## config.mk

```make
export PLATFORM = sky130hd
export DESIGN_NAME = edo_pitch_quantizer_flat
export DESIGN_NICKNAME = d
export VERILOG_FILES = /design/src/hw/rtl/eqnt_pkg.sv /design/src/hw/rtl/eqnt_in_if.sv /design/src/hw/rtl/eqnt_out_if.sv /design/src/hw/rtl/eqnt_map_builder.sv /design/src/hw/rtl/edo_pitch_quantizer.sv /design/src/flat_wrapper.sv
export SDC_FILE = /design/constraint.sdc
export NUM_CORES = 2
export LEC_CHECK = 0
export BUFFER_PORTS_ARGS = -buffer_cell sky130_fd_sc_hd__buf_2
export CAP_MARGIN = 25
export CORE_UTILIZATION = 31
export CTS_BUF_LIST = sky130_fd_sc_hd__clkbuf_2 sky130_fd_sc_hd__clkbuf_4 sky130_fd_sc_hd__clkbuf_8
export CTS_CLUSTER_DIAMETER = 60
export DETAILED_ROUTE_END_ITERATION = 7
export HOLD_SLACK_MARGIN = 0.12
export PLACE_DENSITY_LB_ADDON = 0.12
export SYNTH_ARGS = -nofsm -noshare
export SYNTH_HDL_FRONTEND = slang
export SYNTH_HIERARCHICAL = 1
export SYNTH_SLANG_ARGS = --single-unit
export TNS_END_PERCENT = 5
```

## constraint.sdc

```tcl
create_clock -name clk -period 7.2 [get_ports clk]
set_input_delay 1.08 -clock clk [delete_from_list [all_inputs] [get_ports clk]]
set_output_delay 1.08 -clock clk [all_outputs]
set_load 0.01 [all_outputs]
```

## src/hw/rtl/eqnt_pkg.sv

```systemverilog
`timescale 1ns / 1ps
`default_nettype none
// ----------------------------------------------------------------------------
// eqnt_pkg
// Field widths and register indexes shared by the pitch quantizer files.
// ----------------------------------------------------------------------------
package eqnt_pkg;

  localparam int PITCH_W    = 21;
  localparam int VOICE_W    = 4;
  localparam int POUT_W     = 22;
  localparam int NOTE_W     = 11;
  localparam int PC_W       = 6;
  localparam int MASK_W     = 48;
  localparam int DIVCFG_W   = 6;
  localparam int CFG_ADDR_W = 1;
  localparam int CFG_DATA_W = 48;
  localparam int RESET_DIVISIONS = 12;

  localparam logic [CFG_ADDR_W-1:0] REG_DIVISIONS    = 1'b0;
  localparam logic [CFG_ADDR_W-1:0] REG_ENABLED_MASK = 1'b1;

endpackage
`default_nettype wire

```

## src/hw/rtl/eqnt_in_if.sv

```systemverilog
`timescale 1ns / 1ps
`default_nettype none
// ----------------------------------------------------------------------------
// eqnt_in_if
// Pitch sample channel: valid/ready with the sample and its voice number.
// ----------------------------------------------------------------------------
interface eqnt_in_if import eqnt_pkg::*; ();
  logic                       valid;
  logic                       ready;
  logic signed [PITCH_W-1:0]  pitch_in;
  logic        [VOICE_W-1:0]  voice;

  modport source (output valid, output pitch_in, output voice, input ready);
  modport sink   (input valid, input pitch_in, input voice, output ready);
endinterface
`default_nettype wire

```

## src/hw/rtl/eqnt_out_if.sv

```systemverilog
`timescale 1ns / 1ps
`default_nettype none
// ----------------------------------------------------------------------------
// eqnt_out_if
// Quantized note channel: valid/ready with pitch, note, class and voice.
// ----------------------------------------------------------------------------
interface eqnt_out_if import eqnt_pkg::*; ();
  logic                       valid;
  logic                       ready;
  logic signed [POUT_W-1:0]   pitch_out;
  logic signed [NOTE_W-1:0]   note_index;
  logic        [PC_W-1:0]     pitch_class;
  logic        [VOICE_W-1:0]  voice_out;

  modport source (output valid, output pitch_out, output note_index,
                  output pitch_class, output voice_out, input ready);
  modport sink   (input valid, input pitch_out, input note_index,
                  input pitch_class, input voice_out, output ready);
endinterface
`default_nettype wire

```

## src/hw/rtl/eqnt_map_builder.sv

```systemverilog
`timescale 1ns / 1ps
`default_nettype none
// ----------------------------------------------------------------------------
// eqnt_map_builder
// Sweeps the segment map: for each half-step segment scans all candidate
// notes one per cycle, then divides out the rounded pitch fraction bit-serially
// and writes {note, fraction} to the map memory.
// ----------------------------------------------------------------------------
module eqnt_map_builder import eqnt_pkg::*; #(
  parameter int MAX_DIVISIONS = 48,
  parameter int FRAC_BITS     = 16,
  localparam int DW   = $clog2(MAX_DIVISIONS + 1),
  localparam int SW   = $clog2(2 * MAX_DIVISIONS),
  localparam int CW   = $clog2(2 * MAX_DIVISIONS) + 1,
  localparam int QF   = FRAC_BITS + 3,
  localparam int WDW  = CW + QF
) (
  input  wire logic              clk,
  input  wire logic              rst_n,
  input  wire logic              restart,
  input  wire logic [DW-1:0]     n_div,
  input  wire logic [MASK_W-1:0] mask,
  output logic                   busy,
  output logic                   wr_en,
  output logic [SW-1:0]          wr_addr,
  output logic [WDW-1:0]         wr_data
);

  localparam int DGW  = (MAX_DIVISIONS > 1) ? $clog2(MAX_DIVISIONS) : 1;
  localparam int DVW  = $clog2(2 * MAX_DIVISIONS + 1);
  localparam int NB   = $clog2(3 * MAX_DIVISIONS) + FRAC_BITS + 2;
  localparam int CNTW = $clog2(NB + 1);

  typedef enum logic [2:0] {ST_INIT, ST_SCAN, ST_DIV, ST_WR, ST_DONE} state_t;

  state_t                 state_r;
  logic [SW-1:0]          seg_r;
  logic signed [CW-1:0]   cand_r;
  logic [DGW-1:0]         deg_r;
  logic signed [CW-1:0]   best_r;
  logic [CW+1:0]          best_dist_r;
  logic                   found_r;
  logic [NB-1:0]          num_r;
  logic [DVW-1:0]         rem_r;
  logic [NB-1:0]          q_r;
  logic [CNTW-1:0]        cnt_r;

  logic [MAX_DIVISIONS-1:0] ext_mask;
  logic [MAX_DIVISIONS-1:0] in_scale;
  logic                     any_on;

  for (genvar k = 0; k < MAX_DIVISIONS; k++) begin : g_deg
    if (k < MASK_W) begin : g_in
      assign ext_mask[k] = mask[k];
    end else begin : g_out
      assign ext_mask[k] = 1'b0;
    end
    assign in_scale[k] = (DW'(k) < n_div);
  end
  assign any_on = |(ext_mask & in_scale);

  logic [DW:0]            two_n;
  logic signed [CW-1:0]   last_cand;
  logic signed [CW+1:0]   target;
  logic signed [CW+1:0]   diff;
  logic [CW+1:0]          cand_dist;
  logic                   cand_on;
  logic                   upd;
  logic signed [CW-1:0]   best_c;
  logic [CW:0]            shifted_m;
  logic [DVW:0]           rem_sh;
  logic                   geq;
  logic [NB-1:0]          q_frac;

  always_comb begin
    two_n     = {n_div, 1'b0};
    last_cand = CW'(two_n) - CW'(1);
    target    = (CW+2)'((SW+1)'(seg_r) + (SW+1)'(1) >> 1);
    diff      = target - (CW+2)'(cand_r);
    cand_dist = diff[CW+1] ? (CW+2)'(-diff) : (CW+2)'(diff);
    cand_on   = !any_on || ext_mask[deg_r];
    upd       = cand_on && (!found_r || (cand_dist < best_dist_r));
    best_c    = upd ? cand_r : best_r;
    shifted_m = (CW+1)'(best_c) + (CW+1)'(n_div);
    rem_sh    = {rem_r, num_r[NB-1]};
    geq       = (rem_sh >= (DVW+1)'(two_n));
    q_frac    = q_r - (NB'(1) << FRAC_BITS);
  end

  always_ff @(posedge clk) begin
    if (!rst_n || restart) begin
      state_r <= ST_INIT;
      seg_r   <= '0;
    end else begin
      case (state_r)
        ST_INIT: begin
          cand_r  <= -CW'(n_div);
          deg_r   <= '0;
          found_r <= 1'b0;
          state_r <= ST_SCAN;
        end
        ST_SCAN: begin
          best_r      <= best_c;
          if (upd) begin
            best_dist_r <= cand_dist;
            found_r     <= 1'b1;
          end
          cand_r <= cand_r + CW'(1);
          deg_r  <= (DW'(deg_r) == n_div - DW'(1)) ? '0 : deg_r + DGW'(1);
          if (cand_r == last_cand) begin
            // fraction = floor(((m+n) * 2^(F+1) + n) / 2n) - 2^F
            num_r   <= (NB'(shifted_m) << (FRAC_BITS + 1)) + NB'(n_div);
            rem_r   <= '0;
            q_r     <= '0;
            cnt_r   <= '0;
            state_r <= ST_DIV;
          end
        end
        ST_DIV: begin
          rem_r <= geq ? DVW'(rem_sh - (DVW+1)'(two_n)) : DVW'(rem_sh);
          q_r   <= {q_r[NB-2:0], geq};
          num_r <= num_r << 1;
          cnt_r <= cnt_r + CNTW'(1);
          if (cnt_r == CNTW'(NB - 1)) begin
            state_r <= ST_WR;
          end
        end
        ST_WR: begin
          if (SW'(seg_r) == SW'(two_n - (DW+1)'(1))) begin
            state_r <= ST_DONE;
          end else begin
            seg_r   <= seg_r + SW'(1);
            state_r <= ST_INIT;
          end
        end
        ST_DONE: begin
          state_r <= ST_DONE;
        end
        default: begin
          state_r <= ST_INIT;
        end
      endcase
    end
  end

  assign busy    = (state_r != ST_DONE);
  assign wr_en   = (state_r == ST_WR);
  assign wr_addr = seg_r;
  assign wr_data = {best_r, q_frac[QF-1:0]};

endmodule
`default_nettype wire

```

## src/hw/rtl/edo_pitch_quantizer.sv

```systemverilog
`timescale 1ns / 1ps
`default_nettype none
// ----------------------------------------------------------------------------
// edo_pitch_quantizer
// Snaps a 1 V/octave pitch to the nearest enabled note of an n-tone equal
// division of the octave through a per-segment note map held in memory.
// ----------------------------------------------------------------------------
//   port      dir  handshake     payload
//   in_ch     in   valid/ready   pitch_in, voice
//   out_ch    out  valid/ready   pitch_out, note_index, pitch_class, voice_out
//   cfg_*     in   cfg_we        cfg_addr selects register, cfg_wdata value
//
// One word per cycle unless a map rebuild or a stalled output holds it.
// A word goes through segment multiply and map read into the stage-1
// registers, then note assembly into the output register. After reset and
// after each register write the map is rebuilt, one segment at a time;
// in_ch.ready is low meanwhile. A stalled output holds the whole pipeline.
// ----------------------------------------------------------------------------
module edo_pitch_quantizer import eqnt_pkg::*; #(
  parameter int MAX_DIVISIONS = 48,
  parameter int FRAC_BITS     = 16
) (
  input  wire logic                  clk,
  input  wire logic                  rst_n,
  input  wire logic                  cfg_we,
  input  wire logic [CFG_ADDR_W-1:0] cfg_addr,
  input  wire logic [CFG_DATA_W-1:0] cfg_wdata,
  eqnt_in_if.sink                    in_ch,
  eqnt_out_if.source                 out_ch
);

  localparam int DW    = $clog2(MAX_DIVISIONS + 1);
  localparam int SEGS  = 2 * MAX_DIVISIONS;
  localparam int SW    = $clog2(SEGS);
  localparam int CW    = $clog2(SEGS) + 1;
  localparam int QF    = FRAC_BITS + 3;
  localparam int WDW   = CW + QF;
  localparam int DVW   = $clog2(SEGS + 1);
  localparam int PX    = PITCH_W + FRAC_BITS;
  localparam int OW    = (FRAC_BITS < PITCH_W) ? PITCH_W - FRAC_BITS : 1;
  localparam int PW    = ((PITCH_W > QF) ? PITCH_W : QF) + 2;
  localparam int NTW0  = OW + DW + 1;
  localparam int NTW   = ((NTW0 > CW) ? NTW0 : CW) + 1;
  localparam int RST_N = (RESET_DIVISIONS > MAX_DIVISIONS) ? MAX_DIVISIONS
                                                           : RESET_DIVISIONS;
  localparam logic signed [PW-1:0]  POUT_HI = PW'((1 << (POUT_W - 1)) - 1);
  localparam logic signed [PW-1:0]  POUT_LO = -POUT_HI - PW'(1);
  localparam logic signed [NTW-1:0] NOTE_HI = NTW'((1 << (NOTE_W - 1)) - 1);
  localparam logic signed [NTW-1:0] NOTE_LO = -NOTE_HI - NTW'(1);

  // ---------------- configuration ----------------
  logic [DW-1:0]      n_r;
  logic [MASK_W-1:0]  mask_r;
  logic [DIVCFG_W-1:0] div_w;

  assign div_w = cfg_wdata[DIVCFG_W-1:0];

  always_ff @(posedge clk) begin
    if (!rst_n) begin
      n_r    <= DW'(RST_N);
      mask_r <= '1;
    end else if (cfg_we) begin
      case (cfg_addr)
        REG_DIVISIONS: begin
          if (div_w == '0) begin
            n_r <= DW'(1);
          end else if (int'(div_w) > MAX_DIVISIONS) begin
            n_r <= DW'(MAX_DIVISIONS);
          end else begin
            n_r <= DW'(div_w);
          end
        end
        REG_ENABLED_MASK: mask_r <= cfg_wdata[MASK_W-1:0];
        default: ;
      endcase
    end
  end

  // ---------------- map rebuild ----------------
  logic           busy;
  logic           wr_en;
  logic [SW-1:0]  wr_addr;
  logic [WDW-1:0] wr_data;

  eqnt_map_builder #(
    .MAX_DIVISIONS (MAX_DIVISIONS),
    .FRAC_BITS     (FRAC_BITS)
  ) u_builder (
    .clk     (clk),
    .rst_n   (rst_n),
    .restart (cfg_we),
    .n_div   (n_r),
    .mask    (mask_r),
    .busy    (busy),
    .wr_en   (wr_en),
    .wr_addr (wr_addr),
    .wr_data (wr_data)
  );

  // ---------------- stage 0: segment and map read ----------------
  logic                 adv;
  logic                 acc;
  logic signed [PX-1:0] pext;
  logic [FRAC_BITS+DVW-1:0] seg_prod;
  logic [SW-1:0]        rd_addr;
  logic [WDW-1:0]       seg_map [SEGS];
  logic [WDW-1:0]       rdata_r;

  assign adv      = !out_ch.valid || out_ch.ready;
  assign in_ch.ready = adv && !busy;
  assign acc      = in_ch.valid && in_ch.ready;
  assign pext     = PX'(in_ch.pitch_in);
  assign seg_prod = pext[FRAC_BITS-1:0] * (FRAC_BITS+DVW)'({n_r, 1'b0});
  assign rd_addr  = seg_prod[FRAC_BITS +: SW];

  always_ff @(posedge clk) begin
    if (wr_en) begin
      seg_map[wr_addr] <= wr_data;
    end
    if (acc) begin
      rdata_r <= seg_map[rd_addr];
    end
  end

  logic                 s1_valid_r;
  logic signed [OW-1:0] s1_oct_r;
  logic [VOICE_W-1:0]   s1_voice_r;

  always_ff @(posedge clk) begin
    if (!rst_n) begin
      s1_valid_r <= 1'b0;
    end else if (adv) begin
      s1_valid_r <= acc;
    end
  end

  always_ff @(posedge clk) begin
    if (acc) begin
      s1_oct_r   <= OW'(pext >>> FRAC_BITS);
      s1_voice_r <= in_ch.voice;
    end
  end

  // ---------------- stage 1: note assembly ----------------
  logic signed [CW-1:0]  map_note;
  logic signed [QF-1:0]  map_frac;
  logic signed [NTW-1:0] note;
  logic signed [PW-1:0]  pout;
  logic signed [CW:0]    pc_v;
  logic signed [CW:0]    m_ext;
  logic signed [CW:0]    n_ext;

  always_comb begin
    map_note = rdata_r[QF +: CW];
    map_frac = rdata_r[QF-1:0];
    note  = NTW'(s1_oct_r) * NTW'($signed({1'b0, n_r})) + NTW'(map_note);
    pout  = (PW'(s1_oct_r) <<< FRAC_BITS) + PW'(map_frac);
    m_ext = (CW+1)'(map_note);
    n_ext = (CW+1)'($signed({1'b0, n_r}));
    if (m_ext < 0) begin
      pc_v = m_ext + n_ext;
    end else if (m_ext >= n_ext) begin
      pc_v = m_ext - n_ext;
    end else begin
      pc_v = m_ext;
    end
  end

  // ---------------- output register ----------------
  logic                      out_valid_r;
  logic signed [POUT_W-1:0]  pitch_out_r;
  logic signed [NOTE_W-1:0]  note_index_r;
  logic [PC_W-1:0]           pitch_class_r;
  logic [VOICE_W-1:0]        voice_out_r;

  always_ff @(posedge clk) begin
    if (!rst_n) begin
      out_valid_r <= 1'b0;
    end else if (adv) begin
      out_valid_r <= s1_valid_r;
    end
  end

  always_ff @(posedge clk) begin
    if (adv && s1_valid_r) begin
      if (pout > POUT_HI) begin
        pitch_out_r <= POUT_W'(POUT_HI);
      end else if (pout < POUT_LO) begin
        pitch_out_r <= POUT_W'(POUT_LO);
      end else begin
        pitch_out_r <= POUT_W'(pout);
      end
      if (note > NOTE_HI) begin
        note_index_r <= NOTE_W'(NOTE_HI);
      end else if (note < NOTE_LO) begin
        note_index_r <= NOTE_W'(NOTE_LO);
      end else begin
        note_index_r <= NOTE_W'(note);
      end
      pitch_class_r <= PC_W'(pc_v);
      voice_out_r   <= s1_voice_r;
    end
  end

  assign out_ch.valid       = out_valid_r;
  assign out_ch.pitch_out   = pitch_out_r;
  assign out_ch.note_index  = note_index_r;
  assign out_ch.pitch_class = pitch_class_r;
  assign out_ch.voice_out   = voice_out_r;

endmodule
`default_nettype wire
```

## src/flat_wrapper.sv

```systemverilog
// flat-port wrapper written by rule: the top's interface ports become plain ports
module edo_pitch_quantizer_flat import eqnt_pkg::*;
#(
  parameter int MAX_DIVISIONS = 48,
  parameter int FRAC_BITS     = 16
)
  (clk, rst_n, cfg_we, cfg_addr, cfg_wdata, in_ch_valid, in_ch_pitch_in, in_ch_voice, in_ch_ready, out_ch_valid, out_ch_pitch_out, out_ch_note_index, out_ch_pitch_class, out_ch_voice_out, out_ch_ready);
  eqnt_in_if in_ch_i ();
  eqnt_out_if out_ch_i ();
  input  wire logic clk;
  input  wire logic rst_n;
  input  wire logic cfg_we;
  input  wire logic [CFG_ADDR_W-1:0] cfg_addr;
  input  wire logic [CFG_DATA_W-1:0] cfg_wdata;
  input wire logic [$bits(in_ch_i.valid)-1:0] in_ch_valid;
  input wire logic [$bits(in_ch_i.pitch_in)-1:0] in_ch_pitch_in;
  input wire logic [$bits(in_ch_i.voice)-1:0] in_ch_voice;
  output wire logic [$bits(in_ch_i.ready)-1:0] in_ch_ready;
  output wire logic [$bits(out_ch_i.valid)-1:0] out_ch_valid;
  output wire logic [$bits(out_ch_i.pitch_out)-1:0] out_ch_pitch_out;
  output wire logic [$bits(out_ch_i.note_index)-1:0] out_ch_note_index;
  output wire logic [$bits(out_ch_i.pitch_class)-1:0] out_ch_pitch_class;
  output wire logic [$bits(out_ch_i.voice_out)-1:0] out_ch_voice_out;
  input wire logic [$bits(out_ch_i.ready)-1:0] out_ch_ready;
  assign in_ch_i.valid = in_ch_valid;
  assign in_ch_i.pitch_in = in_ch_pitch_in;
  assign in_ch_i.voice = in_ch_voice;
  assign in_ch_ready = in_ch_i.ready;
  assign out_ch_valid = out_ch_i.valid;
  assign out_ch_pitch_out = out_ch_i.pitch_out;
  assign out_ch_note_index = out_ch_i.note_index;
  assign out_ch_pitch_class = out_ch_i.pitch_class;
  assign out_ch_voice_out = out_ch_i.voice_out;
  assign out_ch_i.ready = out_ch_ready;
  edo_pitch_quantizer #(.MAX_DIVISIONS(MAX_DIVISIONS), .FRAC_BITS(FRAC_BITS)) u_core (.clk(clk), .rst_n(rst_n), .cfg_we(cfg_we), .cfg_addr(cfg_addr), .cfg_wdata(cfg_wdata), .in_ch(in_ch_i), .out_ch(out_ch_i));
endmodule
```

==> summary.md <==
| Metric | Value |
|---|---|
| Yosys warns | `6` |
| Slew Viols, Final | `0` |
| Fin Setup TNS | `0 ns` |
| DRT Pass-1 Iters | `5` |
| Synth top area cells | `edfxtp_1, nand2_1, mux2i_1` |
| Total power | `59.3 mW` |
| Final worst path period share | `0.955` |
| Core area | `397000 um^2` |
| I/O Buffers | `123` |
| Worst Reg-to-Reg Cells | `20` |
| Final WL | `457 mm` |
| Vias per Instance | `5.45` |
| Horiz. Die Dim | `635 um` |
| Clock Sinks | `2827` |
| Cell taking the most area after synthesis | `edfxtp_1` |
| Crit path depth | `20` |
| Crit-path cells | `buf_4, nand2_1, fa_1, inv_1, fa_1, fa_1, ha_1, nand4_1, a2111oi_4, a221oi_4, buf_12, a21oi_2, xor2_4, buf_12, nor3_4, buf_12, buf_4, a22oi_1, nand3_1, o211ai_1` |
| Setup WS pre-CTS | `-0.437 ns` |
| Most frequent cells in the layout | `edfxtp_1, nand2_1, nor2_1` |
| Slew headroom | `0.251` |
| CTS tree | `yes` |
| Synth-to-layout area growth | `18.8%` |
| Congestion Overflow GR | `0` |
| Worst Setup End Kind | `register` |
| Area of the mapped netlist | `124000 um^2` |
| Die H | `635 um` |
| Final setup margin | `0.325 ns` |
| Lkg Pwr | `50.7 nW` |
| Worst-skew pair later-pin latency | `1.24 ns` |
| GP Congestion | `0.850` |
| Ys async rst share | `0` |
| Cell count of the worst hold path | `4` |
| Slowest stage delay, CP | `0.64 ns` |
| H-Tree Depth | `6` |
| Num ports | `124` |
| DRT iter0 DRCs | `9132` |
| CP arrival | `7.89 ns` |
| Post-route insts no fill | `15700` |
| CP max FO | `31` |
| Drt drc | `0` |
| Count of final hold-check violations | `0` |
| CP top delay family | `adder cells` |
| Syn avg cell area | `13.3 um^2` |
| Share of the synthesized area in the top cell type | `0.669` |
| Clk root buf | `clkbuf_8` |
| Synth Flop Type | `edfxtp_1` |
| Post-layout nets | `10300` |
| Cts bufs inserted | `530` |
| DP Area | `136000 um^2` |
| First-pass GRT wire length | `639 mm` |
| Wire per inst | `29.1 um` |
| Post-DRT Antenna Nets | `0` |
| Pin count of the biggest net entering global routing | `171` |
| Synth Instances | `9324` |
| Via count | `85700` |
| Maximum vdd drop | `0.000396 V` |
| Clk slew on worst S/H paths | `0.05 ns` |
| Die area | `403000 um^2` |
| Leading cell type in the layout, fill and taps excluded | `edfxtp_1` |
| Max-cap viol count | `0` |
| Worst hold path class | `input pin to register` |
| Outcome | `finished, final reports clean` |
| Final setup viols | `0` |
| Starting Density | `0.312` |
| Critical path required time | `8.22 ns` |
| Number of flops mapped to enable cells by yosys | `2761` |
| Clock buffer depth | `4` |
| Seq/Total Area, Yosys | `0.679` |
| Inst Count DP | `14700` |
| Hold_ws | `0.271 ns` |
| Post-route cell area | `147000 um^2` |
| Vias in the first global route | `84200` |
| PD cells | `403 nW/um^2` |
| RSZ-0062 raised after global routing | `false` |
| Row Count | `231` |
| Initial antenna violation count | `61` |
| Hpwl dp | `282 mm` |
| Share of layout cells above drive strength 1 | `0.189` |
| Yosys reg bits | `2827` |
| Fillers | `38200` |
| Slowest CP cell | `a22oi_1` |
| Post-layout util | `0.371` |
| WP buf/inv | `6` |
| Layout Skew | `0.0763 ns` |
| Kind of start point of the critical path | `register` |
| Crit path kind | `register to register` |
| Post-synthesis cell type count | `89` |
| FMAX | `145 MHz` |
| GRT Util Overall | `0.221` |
| Crit path time final | `6.87 ns` |
| Slew @ Worst Pin | `1.12 ns` |
==> worst min-delay path: cells and delay by family <==
kind	cells	cell delay, ns
AO/OA/AOI/OAI	1	0.07
buffers and inverters	1	0.11
AND/OR/NAND/NOR	2	0.13
==> synth_stat cells, types with 66 or more instances <==
| master | instances |
|---|---|
| ha_1 | 109 |
| a21oi_1 | 97 |
| clkbuf_1 | 486 |
| nand3_1 | 362 |
| o221ai_1 | 221 |
| edfxtp_1 | 2761 |
| o21ai_0 | 240 |
| nand4_1 | 67 |
| a221oi_1 | 159 |
| a22oi_1 | 83 |
| and2_1 | 157 |
| o22ai_1 | 364 |
| a211oi_1 | 69 |
| and3_1 | 85 |
| buf_2 | 117 |
| mux2_2 | 115 |
| a2bb2oi_1 | 82 |
| a31oi_1 | 249 |
| nor2_1 | 832 |
| fa_1 | 85 |
| mux2i_1 | 405 |
| dfxtp_1 | 66 |
| inv_1 | 158 |
| nand2_1 | 1117 |
| nor3_1 | 139 |
==> layer usage <==
layer | vias to the layer above | track usage | part of all wire
met2 | 3223 | 0.350 | 0.46
met4 | 8 | 0.0682 | 0.032
li1 | 37400 | - | -
met5 | - | 0.00411 | 0.00012
met1 | 44300 | 0.311 | 0.45
met3 | 656 | 0.0328 | 0.066
==> registers in the layout, indices dropped and copies added, names as in the netlist, 8 cells and up <==
name and cells:
u_core/seg_map 2592, u_core/u_builder/best_dist_r 10, u_core/u_builder/q_r 19, u_core/out_ch.pitch_out 22
u_core/u_builder/cand_r 8, u_core/mask_r 48, u_core/u_builder/best_r 8, u_core/out_ch.note_index 11
u_core/u_builder/num_r 26, u_core/rdata_r 27
==> what timing repair did <==
item / in CTS / in global routing
endpoints found under the setup margin: 1 / 4
hold endpoints to repair: 63 / 0
hold buffers: 57 / 0
setup buffers: 0 / 0
pin swaps: 0 / 1
resized for setup: 1 / 4
gates cloned: 0 / 0
==> cell type report <==
class / instances / area (um^2) / area share
Timing Repair Buffer: 901 / 8650 / 0.0588
Sequential cell: 2827 / 84200 / 0.572
Inverter: 158 / 598 / 0.00406
Clock inverter: 197 / 1330 / 0.00904
Tap cell: 5242 / 6560 / 0.0445
Antenna cell: 37 / 92.6 / 0.000629
Multi-Input combinational cell: 5651 / 37100 / 0.252
Clock buffer: 712 / 8740 / 0.0593
==> report_power, final <==
part	switching [mW]	total, mW	internal [mW]
logic	16.7	26.0	9.28
clock network	7.09	15.3	8.21
registers	0.0491	18.1	18.0
==> kinds of logic after synthesis <==
kind of cell / count (synthesis) / synth area share
AOI/OAI and AO/OA: 1855 / 0.105
xor gates and xnor gates: 94 / 0.00682
other: 1 / 0.0000302
DFF: 2827 / 0.679
adders and majority gates: 194 / 0.0247
buffers and inverters: 849 / 0.0279
muxes: 566 / 0.0514
and+or+nand+nor: 2938 / 0.105
==> final timing paths <==
path	start	to	slack (ns)
max	u_core/n_r[5]$_SDFFE_PN0P_	u_core/rdata_r[2]$_DFFE_PP_	0.33
min	cfg_addr	u_core/n_r[4]$_SDFFE_PN0P_	0.27
max reg2reg	u_core/n_r[5]$_SDFFE_PN0P_	u_core/rdata_r[2]$_DFFE_PP_	0.33
min reg2reg	u_core/rdata_r[11]$_DFFE_PP_	u_core/out_ch.pitch_out[11]$_SDFFCE_PN1P_	0.41
Power figures use the tool's default switching activity.
